$ cat src/rtl/core/mbet_pkg.sv
`default_nettype none

package mbet_pkg;

  // Fixed formats of the data path.
  localparam int unsigned MaxDim   = 4096;
  localparam int unsigned FracBits = 28;
  localparam int unsigned IterBits = 16;
  localparam int unsigned DimW     = 13;
  localparam int unsigned CoordW   = 12;
  localparam int unsigned IndexW   = 24;
  localparam int unsigned ValW     = 32;
  localparam int unsigned SqW      = 2 * ValW;
  localparam int unsigned SatW     = SqW + 2;
  // Magnitude of an axis span times a coordinate.
  localparam int unsigned ProdW    = ValW + CoordW;
  localparam int unsigned CfgIdxW  = 3;

  localparam logic [SqW-1:0] EscLimit = SqW'(4) << (2 * FracBits);

  // Register indexes of the configuration port.
  localparam logic [CfgIdxW-1:0] CFG_REAL_MIN  = 3'd0;
  localparam logic [CfgIdxW-1:0] CFG_REAL_MAX  = 3'd1;
  localparam logic [CfgIdxW-1:0] CFG_IMAG_MIN  = 3'd2;
  localparam logic [CfgIdxW-1:0] CFG_IMAG_MAX  = 3'd3;
  localparam logic [CfgIdxW-1:0] CFG_WIDTH     = 3'd4;
  localparam logic [CfgIdxW-1:0] CFG_HEIGHT    = 3'd5;
  localparam logic [CfgIdxW-1:0] CFG_MAX_ITER  = 3'd6;

  localparam logic [ValW-1:0]     RstRealMin = 32'hE000_0000;
  localparam logic [ValW-1:0]     RstRealMax = 32'h1000_0000;
  localparam logic [ValW-1:0]     RstImagMin = 32'hE800_0000;
  localparam logic [ValW-1:0]     RstImagMax = 32'h1800_0000;
  localparam logic [DimW-1:0]     RstWidth   = 13'd640;
  localparam logic [DimW-1:0]     RstHeight  = 13'd480;
  localparam logic [IterBits-1:0] RstMaxIter = 16'd256;

  typedef struct packed {
    logic [CoordW-1:0] x_coord;
    logic [CoordW-1:0] y_coord;
  } in_word_t;

  typedef struct packed {
    logic [IndexW-1:0]   pixel_index;
    logic [IterBits-1:0] iteration_count;
  } out_word_t;

  // A mapped point on its way from the front end to the iteration engine.
  typedef struct packed {
    logic [IndexW-1:0]      pixel_index;
    logic signed [ValW-1:0] c_re;
    logic signed [ValW-1:0] c_im;
  } point_t;

  typedef struct packed {
    logic signed [ValW-1:0] real_min;
    logic signed [ValW-1:0] real_max;
    logic signed [ValW-1:0] imag_min;
    logic signed [ValW-1:0] imag_max;
    logic [DimW-1:0]        image_width;
    logic [DimW-1:0]        image_height;
    logic [IterBits-1:0]    max_iterations;
  } cfg_t;

  // Saturates a wide signed value to the signed Q3.28 range.
  function automatic logic signed [ValW-1:0] sat_val(input logic signed [SatW-1:0] v);
    logic [SatW-ValW:0] top;
    top = v[SatW-1:ValW-1];
    if (top == '0 || top == '1) begin
      return $signed(v[ValW-1:0]);
    end else if (v[SatW-1]) begin
      return $signed({1'b1, {(ValW-1){1'b0}}});
    end else begin
      return $signed({1'b0, {(ValW-1){1'b1}}});
    end
  endfunction

endpackage

`default_nettype wire

$ cat src/rtl/core/mbet_div.sv
`default_nettype none

module mbet_div
  import mbet_pkg::*;
(
  input  logic             clk_i,
  input  logic             rst_ni,
  input  logic             start_i,
  input  logic [ProdW-1:0] dividend_i,
  input  logic [DimW-1:0]  divisor_i,
  output logic             done_o,
  output logic [ProdW-1:0] quot_o
);

  localparam int unsigned CntW = $clog2(ProdW + 1);

  // The dividend shifts out at the top while quotient bits shift in at the bottom.
  logic [ProdW-1:0] quo_q, quo_d;
  logic [DimW-1:0]  rem_q, rem_d;
  logic [DimW-1:0]  dvs_q, dvs_d;
  logic [CntW-1:0]  cnt_q, cnt_d;
  logic             busy_q, busy_d;
  logic             done_q, done_d;
  logic [DimW:0]    trial, diff;

  assign trial  = {rem_q, quo_q[ProdW-1]};
  assign diff   = trial - {1'b0, dvs_q};
  assign done_o = done_q;
  assign quot_o = quo_q;

  always_comb begin
    quo_d  = quo_q;
    rem_d  = rem_q;
    dvs_d  = dvs_q;
    cnt_d  = cnt_q;
    busy_d = busy_q;
    done_d = 1'b0;
    if (start_i) begin
      quo_d  = dividend_i;
      rem_d  = '0;
      dvs_d  = divisor_i;
      cnt_d  = CntW'(ProdW);
      busy_d = 1'b1;
    end else if (busy_q) begin
      if (trial >= {1'b0, dvs_q}) begin
        rem_d = diff[DimW-1:0];
        quo_d = {quo_q[ProdW-2:0], 1'b1};
      end else begin
        rem_d = trial[DimW-1:0];
        quo_d = {quo_q[ProdW-2:0], 1'b0};
      end
      cnt_d = cnt_q - CntW'(1);
      if (cnt_q == CntW'(1)) begin
        busy_d = 1'b0;
        done_d = 1'b1;
      end
    end
  end

  always_ff @(posedge clk_i or negedge rst_ni) begin
    if (!rst_ni) begin
      cnt_q  <= '0;
      busy_q <= 1'b0;
      done_q <= 1'b0;
    end else begin
      cnt_q  <= cnt_d;
      busy_q <= busy_d;
      done_q <= done_d;
    end
  end

  always_ff @(posedge clk_i) begin
    quo_q <= quo_d;
    rem_q <= rem_d;
    dvs_q <= dvs_d;
  end

endmodule

`default_nettype wire

$ cat src/rtl/core/mbet_front.sv
`default_nettype none

module mbet_front
  import mbet_pkg::*;
(
  input  logic     clk_i,
  input  logic     rst_ni,
  input  logic     push_i,
  input  in_word_t in_word_i,
  input  cfg_t     cfg_i,
  output logic     busy_o,
  input  logic     q_full_i,
  output logic     q_push_o,
  output point_t   q_data_o
);

  localparam logic [2:0] F_IDLE  = 3'd0;
  localparam logic [2:0] F_MUL   = 3'd1;
  localparam logic [2:0] F_START = 3'd2;
  localparam logic [2:0] F_DIV   = 3'd3;
  localparam logic [2:0] F_PUSH  = 3'd4;

  logic [2:0]             state_q, state_d;
  logic [CoordW-1:0]      x_q, x_d, y_q, y_d;
  logic [DimW-1:0]        w_q, w_d, h_q, h_d;
  logic [IndexW-1:0]      idx_q, idx_d;
  logic [ProdW-1:0]       mag_re_q, mag_re_d, mag_im_q, mag_im_d;
  logic                   neg_re_q, neg_re_d, neg_im_q, neg_im_d;
  logic signed [ValW-1:0] cre_q, cre_d, cim_q, cim_d;

  logic                   div_start, done_re, done_im, div_done;
  logic [ProdW-1:0]       quot_re, quot_im;
  logic [DimW-1:0]        w_cl, h_cl;
  logic signed [ValW:0]   span_re, span_im, abs_re, abs_im;
  logic [ValW+1:0]        off_re, off_im, sum_re, sum_im;
  logic [IndexW:0]        idx_full;

  function automatic logic [DimW-1:0] clamp_dim(input logic [DimW-1:0] d);
    if (d == '0) begin
      return DimW'(1);
    end else if (d > DimW'(MaxDim)) begin
      return DimW'(MaxDim);
    end else begin
      return d;
    end
  endfunction

  assign w_cl = clamp_dim(cfg_i.image_width);
  assign h_cl = clamp_dim(cfg_i.image_height);

  assign span_re = $signed({cfg_i.real_max[ValW-1], cfg_i.real_max})
                 - $signed({cfg_i.real_min[ValW-1], cfg_i.real_min});
  assign span_im = $signed({cfg_i.imag_max[ValW-1], cfg_i.imag_max})
                 - $signed({cfg_i.imag_min[ValW-1], cfg_i.imag_min});
  assign abs_re  = span_re[ValW] ? -span_re : span_re;
  assign abs_im  = span_im[ValW] ? -span_im : span_im;

  assign idx_full = (IndexW+1)'(y_q) * (IndexW+1)'(w_q) + (IndexW+1)'(x_q);

  // The quotient is below the span magnitude, so it fits in ValW bits.
  assign off_re = neg_re_q ? -{2'b00, quot_re[ValW-1:0]} : {2'b00, quot_re[ValW-1:0]};
  assign off_im = neg_im_q ? -{2'b00, quot_im[ValW-1:0]} : {2'b00, quot_im[ValW-1:0]};
  assign sum_re = {{2{cfg_i.real_min[ValW-1]}}, cfg_i.real_min} + off_re;
  assign sum_im = {{2{cfg_i.imag_min[ValW-1]}}, cfg_i.imag_min} + off_im;

  assign div_start = (state_q == F_START);
  assign div_done  = done_re & done_im;

  mbet_div u_div_re (
    .clk_i      (clk_i),
    .rst_ni     (rst_ni),
    .start_i    (div_start),
    .dividend_i (mag_re_q),
    .divisor_i  (w_q),
    .done_o     (done_re),
    .quot_o     (quot_re)
  );

  mbet_div u_div_im (
    .clk_i      (clk_i),
    .rst_ni     (rst_ni),
    .start_i    (div_start),
    .dividend_i (mag_im_q),
    .divisor_i  (h_q),
    .done_o     (done_im),
    .quot_o     (quot_im)
  );

  always_comb begin
    state_d  = state_q;
    x_d      = x_q;
    y_d      = y_q;
    w_d      = w_q;
    h_d      = h_q;
    idx_d    = idx_q;
    mag_re_d = mag_re_q;
    mag_im_d = mag_im_q;
    neg_re_d = neg_re_q;
    neg_im_d = neg_im_q;
    cre_d    = cre_q;
    cim_d    = cim_q;
    unique case (state_q)
      F_IDLE: begin
        if (push_i) begin
          w_d = w_cl;
          h_d = h_cl;
          x_d = (DimW'(in_word_i.x_coord) >= w_cl) ? CoordW'(w_cl - DimW'(1))
                                                   : in_word_i.x_coord;
          y_d = (DimW'(in_word_i.y_coord) >= h_cl) ? CoordW'(h_cl - DimW'(1))
                                                   : in_word_i.y_coord;
          state_d = F_MUL;
        end
      end
      F_MUL: begin
        idx_d    = idx_full[IndexW-1:0];
        mag_re_d = ProdW'(abs_re[ValW-1:0]) * ProdW'(x_q);
        mag_im_d = ProdW'(abs_im[ValW-1:0]) * ProdW'(y_q);
        neg_re_d = span_re[ValW];
        neg_im_d = span_im[ValW];
        state_d  = F_START;
      end
      F_START: begin
        state_d = F_DIV;
      end
      F_DIV: begin
        if (div_done) begin
          cre_d   = sat_val($signed({{(SatW-ValW-2){sum_re[ValW+1]}}, sum_re}));
          cim_d   = sat_val($signed({{(SatW-ValW-2){sum_im[ValW+1]}}, sum_im}));
          state_d = F_PUSH;
        end
      end
      F_PUSH: begin
        if (!q_full_i) begin
          state_d = F_IDLE;
        end
      end
      default: begin
        state_d = F_IDLE;
      end
    endcase
  end

  assign busy_o               = (state_q != F_IDLE);
  assign q_push_o             = (state_q == F_PUSH) && !q_full_i;
  assign q_data_o.pixel_index = idx_q;
  assign q_data_o.c_re        = cre_q;
  assign q_data_o.c_im        = cim_q;

  always_ff @(posedge clk_i or negedge rst_ni) begin
    if (!rst_ni) begin
      state_q <= F_IDLE;
    end else begin
      state_q <= state_d;
    end
  end

  always_ff @(posedge clk_i) begin
    x_q      <= x_d;
    y_q      <= y_d;
    w_q      <= w_d;
    h_q      <= h_d;
    idx_q    <= idx_d;
    mag_re_q <= mag_re_d;
    mag_im_q <= mag_im_d;
    neg_re_q <= neg_re_d;
    neg_im_q <= neg_im_d;
    cre_q    <= cre_d;
    cim_q    <= cim_d;
  end

endmodule

`default_nettype wire

$ cat config.mk
export PLATFORM = sky130hd
export DESIGN_NAME = mbet_front
export DESIGN_NICKNAME = d
export VERILOG_FILES = /design/src/rtl/core/mbet_pkg.sv /design/src/rtl/core/mbet_div.sv /design/src/rtl/core/mbet_front.sv
export SDC_FILE = /design/constraint.sdc
export NUM_CORES = 2
export LEC_CHECK = 0
export BUFFER_PORTS_ARGS = -buffer_cell sky130_fd_sc_hd__buf_2
export CAP_MARGIN = 10
export CORE_AREA = 3 3 376 378
export DETAILED_ROUTE_END_ITERATION = 7
export DIE_AREA = 0 0 379 381
export PLACE_DENSITY = 0.52
export SLEW_MARGIN = 30
export SYNTH_ARGS = -nofsm -noshare
export SYNTH_HDL_FRONTEND = slang
export SYNTH_SLANG_ARGS = --single-unit
$ cat constraint.sdc
create_clock -name clk_i -period 7.4 [get_ports clk_i]
set_clock_uncertainty 0.2 [all_clocks]
set_input_delay 1.11 -clock clk_i [delete_from_list [all_inputs] [get_ports clk_i]]
set_output_delay 1.11 -clock clk_i [all_outputs]
set_load 0.05 [all_outputs]
==> out/metrics.cfg <==
[layout]
utilization_pct=51.4
regArea_um2=11300
layout-drive-gt1-share_pct=26.3
area_growth_pct=28.4
fillerInstances=13000
fin_nets=8562
multiInputGateArea_um2=42400
diodes=0

[synthesis]
synthesis.area_um2=55100
avgSynthCellArea_um2=8.95
synth.top_cells.by_count=nand2_1, inv_1, fa_1
yosysTopAreaCell=fa_1
async_reset_ff_share_pct=4.91
post-synth-top-count-cell=nand2_1
yosys_warnings=0
synthTopCellsByArea=fa_1, edfxtp_1, ha_1, nand2_1, inv_1
synth-edff-count=342
synthFlopType=edfxtp_1
synth_nets=7507
yosysSeqAreaShare_pct=20.4
ys_ff_latch=387
synth_top_cell_area_share_pct=26.4
ys_types=86
synthCells=6161

[worst_setup_path]
cp-start-kind=input pin
crit_fanout=3
crit_top_cell=fa_1
critPathRequiredTime_ps=7580
endpoint_kind=flop
arrival_ps=8980
worst_path_max_delay_cell=fa_1
max_stage_delay_ps=570
critical_path_class=in -> reg

[drt]
via_per_inst=5.10
ant_nets=0
wirelength_um=163000
wl_per_cell_um=18.0
drt-initial-drc-count=2009
drc_errors=0
vias=46200
drt-pass1-iter-count=5

[grt]
grt-ovfl-total=0
antenna_found_initial=0
grt_use_total_pct=22.7
grt_pass1_wl_um=263000
grt_pass1_vias=48900
grt_max_degree=69

[die]
rows=136
die_h_um=381
ios=288
initial_core_util_pct=40.0
core_area_um2=138000
fp.dieW_um=379
design.die.area_um2=144000

[run_status]
status=complete, but fails checks
violations=setup timing

[timing]
setup_violations=64
maxSlewViolCount=0
worst_slack_ps=-1400
hold_viol_final=0
min_period_over_period_pct=119
tightest_slew_ps=1030
grt_setup_unrepaired=true
slew_headroom_pct=31.5
max_freq_mhz=114
layout_min_cycle_time_ps=8800

[placed_design]
place.gp.congestion=0.892
post-place-ws_ps=-2630
dp_hpwl_um=128000
portBuffers=271

[clocking]
cts_tree=built
insertion_delay_ps=660
cts-htree-levels=2
numCtsBuffers=53
root_buffer=clkbuf_16
cts_sinks=387
ctsLongestPathBuffers=3
clk_pin_slew_worst_paths_ps=60

[flow_run]
maxCapViolCount=0

[min_path]
min_path_type=in -> async

[repair_timing]
action | in CTS | in global routing
gates resized for setup | 263 | 241
hold buffers | 0 | 0
endpoints found under the setup margin | 70 | 70
pin swaps | 177 | 211
gates cloned | 6 | 3
buffers inserted | 83 | 69
[metal layers]
| layer | up-vias | GRT usage [%] | wire (µm) |
|---|---|---|---|
| met1 | 23100 | 28.1 | 68200 |
| met2 | 728 | 42.3 | 85500 |
| li1 | 22200 | - | - |
| met4 | 0 | 5.66 | 4330 |
| met5 | - | 0 | 0 |
| met3 | 193 | 1.83 | 4970 |
[layout make-up]
type | instances | share of cell area (%)
tap | 1794 | 3.17
timing repair inverter | 1 | 0.0106
clock buffer | 66 | 2.00
inverter | 938 | 5.03
sequential | 387 | 15.9
timing repair buffer | 1284 | 13.5
clock inverter | 33 | 0.539
multi-input combinational | 4551 | 59.8
[final timing paths]
kind | endpoint | from | slack [ps] | cells after the start
setup / recovery | mag_im_q[41] | cfg_i[42] | -1400 | 33
hold / removal | u_div_re.cnt_q[4] | rst_ni | 180 | 1
setup reg to reg | mag_re_q[36] | x_q[3] | 610 | 22
hold reg to reg | u_div_im.dvs_q[7] | h_q[7] | 190 | 0
max in group asynchronous | u_div_re.busy_q | rst_ni | 6500 | 1
min in group clk_i | u_div_im.dvs_q[7] | h_q[7] | 190 | 0
[sequential cells by signal (all words and copies together) (netlist names), 24 cells and up]
signal,flops
idx_q,24
u_div_re.quot_o,44
u_div_im.quot_o,44
cre_q,32
mag_re_q,44
mag_im_q,44
cim_q,32
[worst max-delay path: cells and delay by family]
family                   cells  cell delay, ps
AO/OA/AOI/OAI                9            2280
adder cells (fa/ha/maj)      8            3120
multiplexers                 1             200
AND/OR/NAND/NOR              9            1830
buffers and inverters        6             430
[layout by cell type, fill, tap and decap left out, types with 57 or more instances in the layout]
master	instances
edfxtp_1	342
nand2_1	1014
buf_4	912
nor2_1	169
inv_1	888
buf_2	268
fa_1	693
xor2_1	83
a21oi_1	197
clkbuf_16	57
nor3_1	62
xnor2_1	220
buf_6	77
a21o_1	155
and2_1	251
ha_1	370
o21ai_0	165
[stage by stage]
stage	TNS, ps	instances	area [µm²]	hold slack (ps)
final	-61050	9054	70800	184
after detailed placement	-132470	8819	65600	205
after CTS	-58600	9002	69300	146
after global placement	-127670	8818	65600	202
after global routing	-78090	9054	70800	197
after floorplan	-58160	6161	56500	200
[cell families after synthesis]
group	after synthesis	share of synthesized area, %
AND/OR/NAND/NOR	1991	16.8
AO/OA/AOI/OAI	1009	11.9
adder cells (fa/ha/maj)	1148	35.9
multiplexers	56	1.06
XOR/XNOR	347	5.51
flip-flops	387	20.4
buffers and inverters	1223	8.37
Power is left out: the tool's default activity adds up to more than one toggle a clock period on the data nets, which glitch-free logic cannot reach.
