--- config.mk ---
export PLATFORM = sky130hd
export DESIGN_NAME = mbet_fifo
export DESIGN_NICKNAME = d
export VERILOG_FILES = /design/src/rtl/core/mbet_fifo.sv
export SDC_FILE = /design/constraint.sdc
export NUM_CORES = 1
export LEC_CHECK = 0
export ABC_AREA = 1
export BUFFER_PORTS_ARGS = -buffer_cell sky130_fd_sc_hd__buf_2
export CORE_UTILIZATION = 45
export DETAILED_ROUTE_END_ITERATION = 7
export PLACE_DENSITY = 0.76
export SLEW_MARGIN = 25
export SYNTH_ARGS = -nofsm -noshare
export SYNTH_HDL_FRONTEND = slang
export SYNTH_SLANG_ARGS = --single-unit
export TNS_END_PERCENT = 30
--- constraint.sdc ---
create_clock -name clk_i -period 1.7 [get_ports clk_i]
set_clock_uncertainty 0.1 [all_clocks]
set_input_delay 0.085 -clock clk_i [delete_from_list [all_inputs] [get_ports clk_i]]
set_output_delay 0.085 -clock clk_i [all_outputs]
set_load 0.02 [all_outputs]
--- src/rtl/core/mbet_fifo.sv ---
`default_nettype none

module mbet_fifo #(
  parameter int unsigned Depth = 2,
  parameter int unsigned Width = 8
) (
  input  logic             clk_i,
  input  logic             rst_ni,
  input  logic             push_i,
  input  logic [Width-1:0] data_i,
  output logic             full_o,
  input  logic             pop_i,
  output logic [Width-1:0] data_o,
  output logic             empty_o
);

  localparam int unsigned AddrW = (Depth > 1) ? $clog2(Depth) : 1;
  localparam int unsigned CntW  = $clog2(Depth + 1);

  logic [Width-1:0] mem_q [Depth];
  logic [AddrW-1:0] wr_ptr_q, wr_ptr_d, rd_ptr_q, rd_ptr_d;
  logic [CntW-1:0]  cnt_q, cnt_d;
  logic             do_push, do_pop;

  assign full_o  = (cnt_q == CntW'(Depth));
  assign empty_o = (cnt_q == '0);
  assign do_push = push_i && !full_o;
  assign do_pop  = pop_i && !empty_o;
  assign data_o  = mem_q[rd_ptr_q];

  always_comb begin
    wr_ptr_d = wr_ptr_q;
    rd_ptr_d = rd_ptr_q;
    cnt_d    = cnt_q;
    if (do_push) begin
      wr_ptr_d = (wr_ptr_q == AddrW'(Depth - 1)) ? '0 : wr_ptr_q + AddrW'(1);
    end
    if (do_pop) begin
      rd_ptr_d = (rd_ptr_q == AddrW'(Depth - 1)) ? '0 : rd_ptr_q + AddrW'(1);
    end
    if (do_push && !do_pop) begin
      cnt_d = cnt_q + CntW'(1);
    end else if (do_pop && !do_push) begin
      cnt_d = cnt_q - CntW'(1);
    end
  end

  always_ff @(posedge clk_i or negedge rst_ni) begin
    if (!rst_ni) begin
      wr_ptr_q <= '0;
      rd_ptr_q <= '0;
      cnt_q    <= '0;
    end else begin
      wr_ptr_q <= wr_ptr_d;
      rd_ptr_q <= rd_ptr_d;
      cnt_q    <= cnt_d;
    end
  end

  always_ff @(posedge clk_i) begin
    if (do_push) begin
      mem_q[wr_ptr_q] <= data_i;
    end
  end

endmodule

`default_nettype wire

==> impl_metrics.sql, run 1 <==
INSERT INTO impl_metrics (metric_group, metric, value, unit) VALUES
('worst_setup_path', 'crit_family', 'flip-flops', ''),
('worst_setup_path', 'rr_worst_depth', '6', ''),
('worst_setup_path', 'cp-start-kind', 'register', ''),
('placed_design', 'placement.cell_area', '947', 'µm²'),
('sta', 'final.period_utilization', '0.901', ''),
('sta', 'grt_setup_unrepaired', 'no', ''),
('status', 'status', 'finished clean', ''),
('pwr', 'seq_power_share', '0.419', ''),
('cells_and_area', 'antenna_cells', '0', ''),
('clocking', 'worst_skew_pair.late_latency', '0.29', 'ns'),
('pwr', 'comb_power_share', '0.379', ''),
('sta', 'fmaxAchievable', '653', 'MHz'),
('pwr', 'peakVddDrop', '1.18', 'mV'),
('grt', 'grt_first_pass_wirelength', '2190', 'µm'),
('placed_design', 'place.gp.congestion', '0.892', ''),
('grt', 'grt_overflow_total', '0', ''),
('sta', 'timing.final.crit_period', '1.53', 'ns'),
('worst_setup_path', 'timing.critical_path.depth', '6', ''),
('logic_synthesis', 'synth_most_common_cell', 'sky130_fd_sc_hd__nand2_1', ''),
('pwr', 'sw_frac_of_total', '0.372', ''),
('logic_synthesis', 'synthesized_netlist_net_count', '86', ''),
('sta', 'finalSetupViolations', '0', ''),
('grt', 'grt_pass1_vias', '506', ''),
('routing', 'vias', '588', ''),
('logic_synthesis', 'post_synth_most_frequent_cells', '33 x sky130_fd_sc_hd__nand2_1, 16 x sky130_fd_sc_hd__edfxtp_1, 7 x sky130_fd_sc_hd__inv_1, 4 x sky130_fd_sc_hd__dfrtp_1', ''),
('cells_and_area', 'post_layout_util', '0.690', ''),
('routing', 'routed_wl', '1410', 'µm'),
('logic_synthesis', 'synth.largest_area_cell', 'sky130_fd_sc_hd__edfxtp_1', ''),
('clocking', 'clock_tree.root_cell', 'sky130_fd_sc_hd__clkbuf_4', ''),
('clocking', 'cts-root-to-sink-buffers', '2', ''),
('logic_synthesis', 'synthTopCellsByArea', 'sky130_fd_sc_hd__edfxtp_1 59%, sky130_fd_sc_hd__nand2_1 15%, sky130_fd_sc_hd__dfrtp_1 12%', ''),
('worst_setup_path', 'most_frequent_cell_on_critical_path', 'sky130_fd_sc_hd__nand2_1', ''),
('floorplanning', 'initial_utilization', '0.508', ''),
('cells_and_area', 'postLayoutCellArea', '1100', 'µm²'),
('worst_setup_path', 'critPathCaptureType', 'register', ''),
('placed_design', 'detailedPlacementHpwl', '962', 'µm'),
('floorplanning', 'dieWidth', '44.4', 'µm'),
('routing', 'detailedRoute.firstPassIterationCount', '4', ''),
('logic_synthesis', 'yosysWarnings', '0', ''),
('routing', 'number_of_drc_markers_in_iteration_0', '8', ''),
('cells_and_area', 'finish.cell_count_without_fillers', '132', ''),
('logic_synthesis', 'synth.lib_cells_used.distinct', '14', ''),
('floorplanning', 'floorplan.die_area', '1970', 'µm²'),
('worst_setup_path', 'worstPathMaxFanout', '7', ''),
('hold_path', 'worst_min_delay_path_category', 'in -> async', ''),
('routing', 'drcViolationCount', '0', ''),
('cells_and_area', 'layout.nets', '122', ''),
('pwr', 'p_int', '0.00116', 'W'),
('worst_setup_path', 'critical_path_class', 'reg -> reg', ''),
('worst_setup_path', 'regToRegEndpoint', 'cnt_q[1]', ''),
('worst_setup_path', 'cp.arrival', '1.62', 'ns'),
('sta', 'slew-limit-headroom', '0.763', ''),
('worst_setup_path', 'crit_path_max_incr_delay', '0.47', 'ns'),
('sta', 'timing.final.max_slew_violations', '0', ''),
('logic_synthesis', 'ys_async_sr_fraction', '0.200', ''),
('routing', 'antenna_left', '0', ''),
('logic_synthesis', 'number_of_synthesized_flops_with_an_enable_pin', '16', ''),
('clocking', 'clkSinkCount', '20', ''),
('run', 'max_cap_violations', '0', ''),
('placed_design', 'place.detailed.instances', '118', ''),
('pwr', 'post-layout-total-power', '0.00185', 'W'),
('grt', 'grt_start_max_net_pins', '13', ''),
('grt', 'number_of_antenna_violations_at_the_first_check_in_global_routing', '0', ''),
('logic_synthesis', 'post-synth-top-area-fraction', '0.594', ''),
('placed_design', 'placement.io_buffers', '21', ''),
('grt', 'track_usage', '0.164', ''),
('sta', 'fin_setup_tns', '0', 'ns'),
('worst_setup_path', 'cp_cell_sequence', 'o21ai_0 -> ha_1 -> inv_1 -> nand3_1 -> nand2_1 -> nand2_1', ''),
('floorplanning', 'core.rowCount', '14', ''),
('sta', 'worstMarginPinSlew', '0.356', 'ns'),
('pwr', 'power.density', '1680', 'nW/µm²');
## through the flow
stage | hold slack, ns | worst slack, ns
after CTS | 0.00995 | 0.163
after global placement | -0.204 | 0.219
final | 0.0152 | 0.168
after floorplan | -0.311 | 0.201
after global routing | 0.0249 | 0.0191
after detailed placement | -0.202 | 0.208
## repair_timing
action,CTS,global route
hold buffers,10,0
hold endpoints to repair,21,0
buffers inserted,0,0
## sequential cells by signal, indices dropped and copies added, names as in the netlist
name	flops
mem_q	16
rd_ptr_q	1
cnt_q	2
wr_ptr_q	1
## kinds of logic (layout without fill, tap and decap cells)
| group | after synthesis | count (layout) | synth area share |
|---|---|---|---|
| AOI/OAI and AO/OA | 2 | 2 | 0.0124 |
| xor gates and xnor gates | 1 | 1 | 0.0108 |
| adders and majority gates | 1 | 1 | 0.0155 |
| buffers and inverters | 9 | 44 | 0.0433 |
| DFF | 20 | 20 | 0.717 |
| and+or+nand+nor | 40 | 40 | 0.201 |
## how the worst max path moves through the flow
stage	startpoint	endpoint	slack [ns]
floorplan	cnt_q[0]	cnt_q[1]	0.20
CTS	rd_ptr_q	data_o[2]	0.16
global placement	cnt_q[0]	cnt_q[1]	0.22
global route	cnt_q[0]	cnt_q[1]	0.02
detailed placement	cnt_q[0]	cnt_q[1]	0.21
finish	cnt_q[0]	cnt_q[1]	0.17
## area by class of cell
class | count | area [µm²]
fillers | 122 | 494
clock buffers | 3 | 22.5
inverters | 8 | 30.0
repair buffers | 32 | 213
well taps | 24 | 30.0
flip-flops and latches | 20 | 581
multi-input cells | 44 | 194
clock inverters | 1 | 30.0
## layout by cell type, fill, tap and decap left out, types with 2 or more instances in the layout
cell,Yosys,final
sky130_fd_sc_hd__dlygate4sd3_1,0,10
sky130_fd_sc_hd__clkbuf_4,0,3
sky130_fd_sc_hd__nor2_2,2,2
sky130_fd_sc_hd__inv_1,7,7
sky130_fd_sc_hd__nor2_1,2,2
sky130_fd_sc_hd__buf_2,1,21
sky130_fd_sc_hd__edfxtp_1,16,16
sky130_fd_sc_hd__nand2_1,33,33
sky130_fd_sc_hd__dfrtp_1,4,4
sky130_fd_sc_hd__o21ai_0,2,2
## power by group through the flow
stage	combinational, W	sequential, W	clock [W]
6_report	0.000700	0.000775	0.000373
5_1_grt	0.000776	0.000791	0.000401
4_1_cts	0.000704	0.000777	0.000381
3_5_place_dp	0.000683	0.000787	0
3_3_place_gp	0.000665	0.000780	0
2_1_floorplan	0.000508	0.000738	0
## metal layers
layer,vias to the layer above,share of wire,GRT usage
met2,17,0.46,0.241
met1,263,0.48,0.226
li1,304,-,-
met4,0,0.023,0.109
met5,-,0,0
met3,4,0.035,0.0245
Note: power is estimated with default switching activity, not from simulation.
==> run 2, diff against run 1 <==
- MAX_ROUTING_LAYER: not set -> met4
==> run 2 against run 1 <==
Die area stayed put. Register-to-register slack hardly changed. Critical path depth unchanged. Worst hold slack hardly changed. Largest cell class unchanged. Total power barely moved. First-iteration DRC count unchanged. Design area did not move. Count of clock-buffer cells in the layout unchanged. Via count did not move. Combinational power about the same. Fmax unchanged. Worst setup slack unchanged.
==> impl_metrics.sql, run 2 (same netlist as run 1, synthesis figures left out) <==
INSERT INTO impl_metrics (metric_group, metric, value, unit) VALUES
('clocking', 'clock_tree.root_cell', 'sky130_fd_sc_hd__clkbuf_4', ''),
('routing', 'vias', '588', ''),
('placed_design', 'place.gp.congestion', '0.907', ''),
('routing', 'number_of_drc_markers_in_iteration_0', '8', ''),
('cells_and_area', 'reg.largest.list', 'mem_q x16, cnt_q x2', ''),
('floorplanning', 'die_height', '44.4', 'µm'),
('floorplanning', 'dieWidth', '44.4', 'µm'),
('worst_setup_path', 'worstPathMaxFanout', '7', ''),
('clocking', 'worst_skew_pair.late_latency', '0.29', 'ns'),
('sta', 'fin_worst_hold_slack', '0.0152', 'ns'),
('routing', 'routed_wl', '1410', 'µm'),
('worst_setup_path', 'cp.required', '1.79', 'ns'),
('sta', 'fin_setup_tns', '0', 'ns'),
('clocking', 'cts_repair_resize_count', '0', ''),
('clocking', 'hold_buffers', '10', ''),
('worst_setup_path', 'critPathSlowestCell', 'sky130_fd_sc_hd__dfrtp_1', ''),
('run', 'max_cap_violations', '0', ''),
('routing', 'drcViolationCount', '0', ''),
('cells_and_area', 'mostFrequentLayoutCells', '33 x sky130_fd_sc_hd__nand2_1, 21 x sky130_fd_sc_hd__buf_2, 16 x sky130_fd_sc_hd__edfxtp_1, 10 x sky130_fd_sc_hd__dlygate4sd3_1, 7 x sky130_fd_sc_hd__inv_1', ''),
('clocking', 'cts-root-to-sink-buffers', '2', ''),
('sta', 'final.period_utilization', '0.901', ''),
('pwr', 'power.static_leakage', '0.520', 'nW'),
('hold_path', 'worst_min_delay_path_category', 'in -> async', ''),
('clocking', 'tritoncts', 'yes', ''),
('pwr', 'power.density', '1680', 'nW/µm²'),
('sta', 'finalHoldViolations', '0', ''),
('grt', 'number_of_antenna_violations_at_the_first_check_in_global_routing', '0', ''),
('placed_design', 'detailedPlacementHpwl', '962', 'µm'),
('cells_and_area', 'fill_cells', '122', ''),
('sta', 'fmaxAchievable', '653', 'MHz'),
('cells_and_area', 'regMostFlops', 'mem_q', ''),
('sta', 'worstMarginPinSlew', '0.356', 'ns'),
('clocking', 'clk_pin_slew_worst_paths', '0.10', 'ns'),
('floorplanning', 'core.rowCount', '14', ''),
('sta', 'slew-limit-headroom', '0.763', ''),
('sta', 'finalSetupViolations', '0', ''),
('grt', 'grt_first_pass_wirelength', '2200', 'µm'),
('cells_and_area', 'area_growth_syn_to_layout', '35.9', '%'),
('cells_and_area', 'finish.cell_count_without_fillers', '132', ''),
('worst_setup_path', 'crit_family', 'flip-flops', ''),
('worst_setup_path', 'regToRegEndpoint', 'cnt_q[1]', ''),
('floorplanning', 'initial_utilization', '0.508', ''),
('placed_design', 'placement.io_buffers', '21', ''),
('grt', 'grt_overflow_total', '0', ''),
('floorplanning', 'floorplan.die_area', '1970', 'µm²'),
('placed_design', 'place.detailed.instances', '118', ''),
('worst_setup_path', 'rr_worst_depth', '6', ''),
('worst_setup_path', 'critical_path_class', 'reg -> reg', ''),
('clocking', 'total_clock_buffers_created_by_cts', '3', ''),
('grt', 'track_usage', '0.169', ''),
('cells_and_area', 'layout_commonest_cell', 'sky130_fd_sc_hd__nand2_1', ''),
('worst_setup_path', 'crit_path_max_incr_delay', '0.47', 'ns'),
('worst_setup_path', 'cp_cell_sequence', 'o21ai_0 -> ha_1 -> inv_1 -> nand3_1 -> nand2_1 -> nand2_1', ''),
('routing', 'via_per_inst', '4.45', ''),
('cells_and_area', 'flip_flop_count_of_the_largest_register_all_copies_and_words_added', '16', ''),
('routing', 'detail_route.wl_per_cell', '10.7', 'µm'),
('worst_setup_path', 'worst-r2r-setup-slack', '0.17', 'ns'),
('worst_setup_path', 'most_frequent_cell_on_critical_path', 'sky130_fd_sc_hd__nand2_1', ''),
('sta', 'timing.final.max_slew_violations', '0', ''),
('pwr', 'peakVddDrop', '1.18', 'mV'),
('worst_setup_path', 'critPathCaptureType', 'register', ''),
('floorplanning', 'floorplan.core_area', '1590', 'µm²'),
('sta', 'postLayoutSetupSlackWorst', '0.168', 'ns'),
('routing', 'detailedRoute.firstPassIterationCount', '4', ''),
('clocking', 'clkSinkCount', '20', ''),
('routing', 'antenna_left', '0', ''),
('worst_setup_path', 'critical_path.reg2reg.startpoint', 'cnt_q[0]', ''),
('status', 'status', 'finished clean', ''),
('worst_setup_path', 'critical_path_buf_inv_count', '1', ''),
('grt', 'grt_start_max_net_pins', '13', ''),
('cells_and_area', 'layout-drive-gt1-share', '0.269', ''),
('cells_and_area', 'antenna_cells', '0', ''),
('floorplanning', 'floorplan.io_pins', '22', ''),
('sta', 'timing.final.crit_period', '1.53', 'ns'),
('sta', 'grt_setup_unrepaired', 'no', ''),
('clocking', 'postCtsSetupBuffers', '0', ''),
('grt', 'grt_pass1_vias', '506', ''),
('placed_design', 'dp_worst_setup_slack', '0.208', 'ns'),
('worst_setup_path', 'cp.arrival', '1.62', 'ns'),
('clocking', 'cts-htree-levels', '1', ''),
('worst_setup_path', 'cp-start-kind', 'register', ''),
('cells_and_area', 'layout.nets', '122', '');
==> run 2: cell counts in the layout (fill, tap and decap cells not counted) <==
No cell type changed its count.
==> run 2: final cells by class <==
| type | count | area [µm²] | share of cell area |
|---|---|---|---|
| multi-input combinational | 44 | 194 | 0.176 |
| clock buffer | 3 | 22.5 | 0.0205 |
| clock inverter | 1 | 30.0 | 0.0273 |
| timing repair buffer | 32 | 213 | 0.193 |
| inverter | 8 | 30.0 | 0.0273 |
| tap | 24 | 30.0 | 0.0273 |
| sequential | 20 | 581 | 0.528 |
==> run 2: worst max path at each step <==
stage | from | endpoint | slack (ns) | cells after the start
after floorplan | cnt_q[0] | cnt_q[1] | 0.20 | 7
after global placement | cnt_q[0] | cnt_q[1] | 0.22 | 6
after detailed placement | cnt_q[0] | cnt_q[1] | 0.21 | 6
after CTS | rd_ptr_q | data_o[2] | 0.16 | 4
after global routing | cnt_q[0] | cnt_q[1] | 0.02 | 6
final | cnt_q[0] | cnt_q[1] | 0.17 | 6
==> run 2: stage by stage <==
| step | instance area [µm²] | total power, W | utilization |
|---|---|---|---|
| 5_1_grt | 1100 | 0.00197 | 0.690 |
| 4_1_cts | 1100 | 0.00186 | 0.690 |
| 6_report | 1100 | 0.00185 | 0.690 |
| 3_3_place_gp | 947 | 0.00145 | 0.594 |
| 3_5_place_dp | 947 | 0.00147 | 0.594 |
| 2_1_floorplan | 810 | 0.00125 | - |
==> run 2: power breakdown <==
part / leakage, nW / internal [W] / switching, W / total (W)
logic: 0.295 / 0.000243 / 0.000458 / 0.000700
registers: 0.197 / 0.000680 / 0.0000955 / 0.000775
clock network: 0.0279 / 0.000238 / 0.000135 / 0.000373
total: 0.520 / 0.00116 / 0.000688 / 0.00185
==> run 2: metal layers <==
metal | vias up | wire length, µm | part of all wire | GRT usage
li1 | 304 | - | - | -
met1 | 263 | 674 | 0.48 | 0.226
met2 | 17 | 654 | 0.46 | 0.241
met3 | 4 | 50 | 0.035 | 0.0245
met4 | 0 | 33 | 0.023 | 0.109
met5 | - | 0 | 0 | -
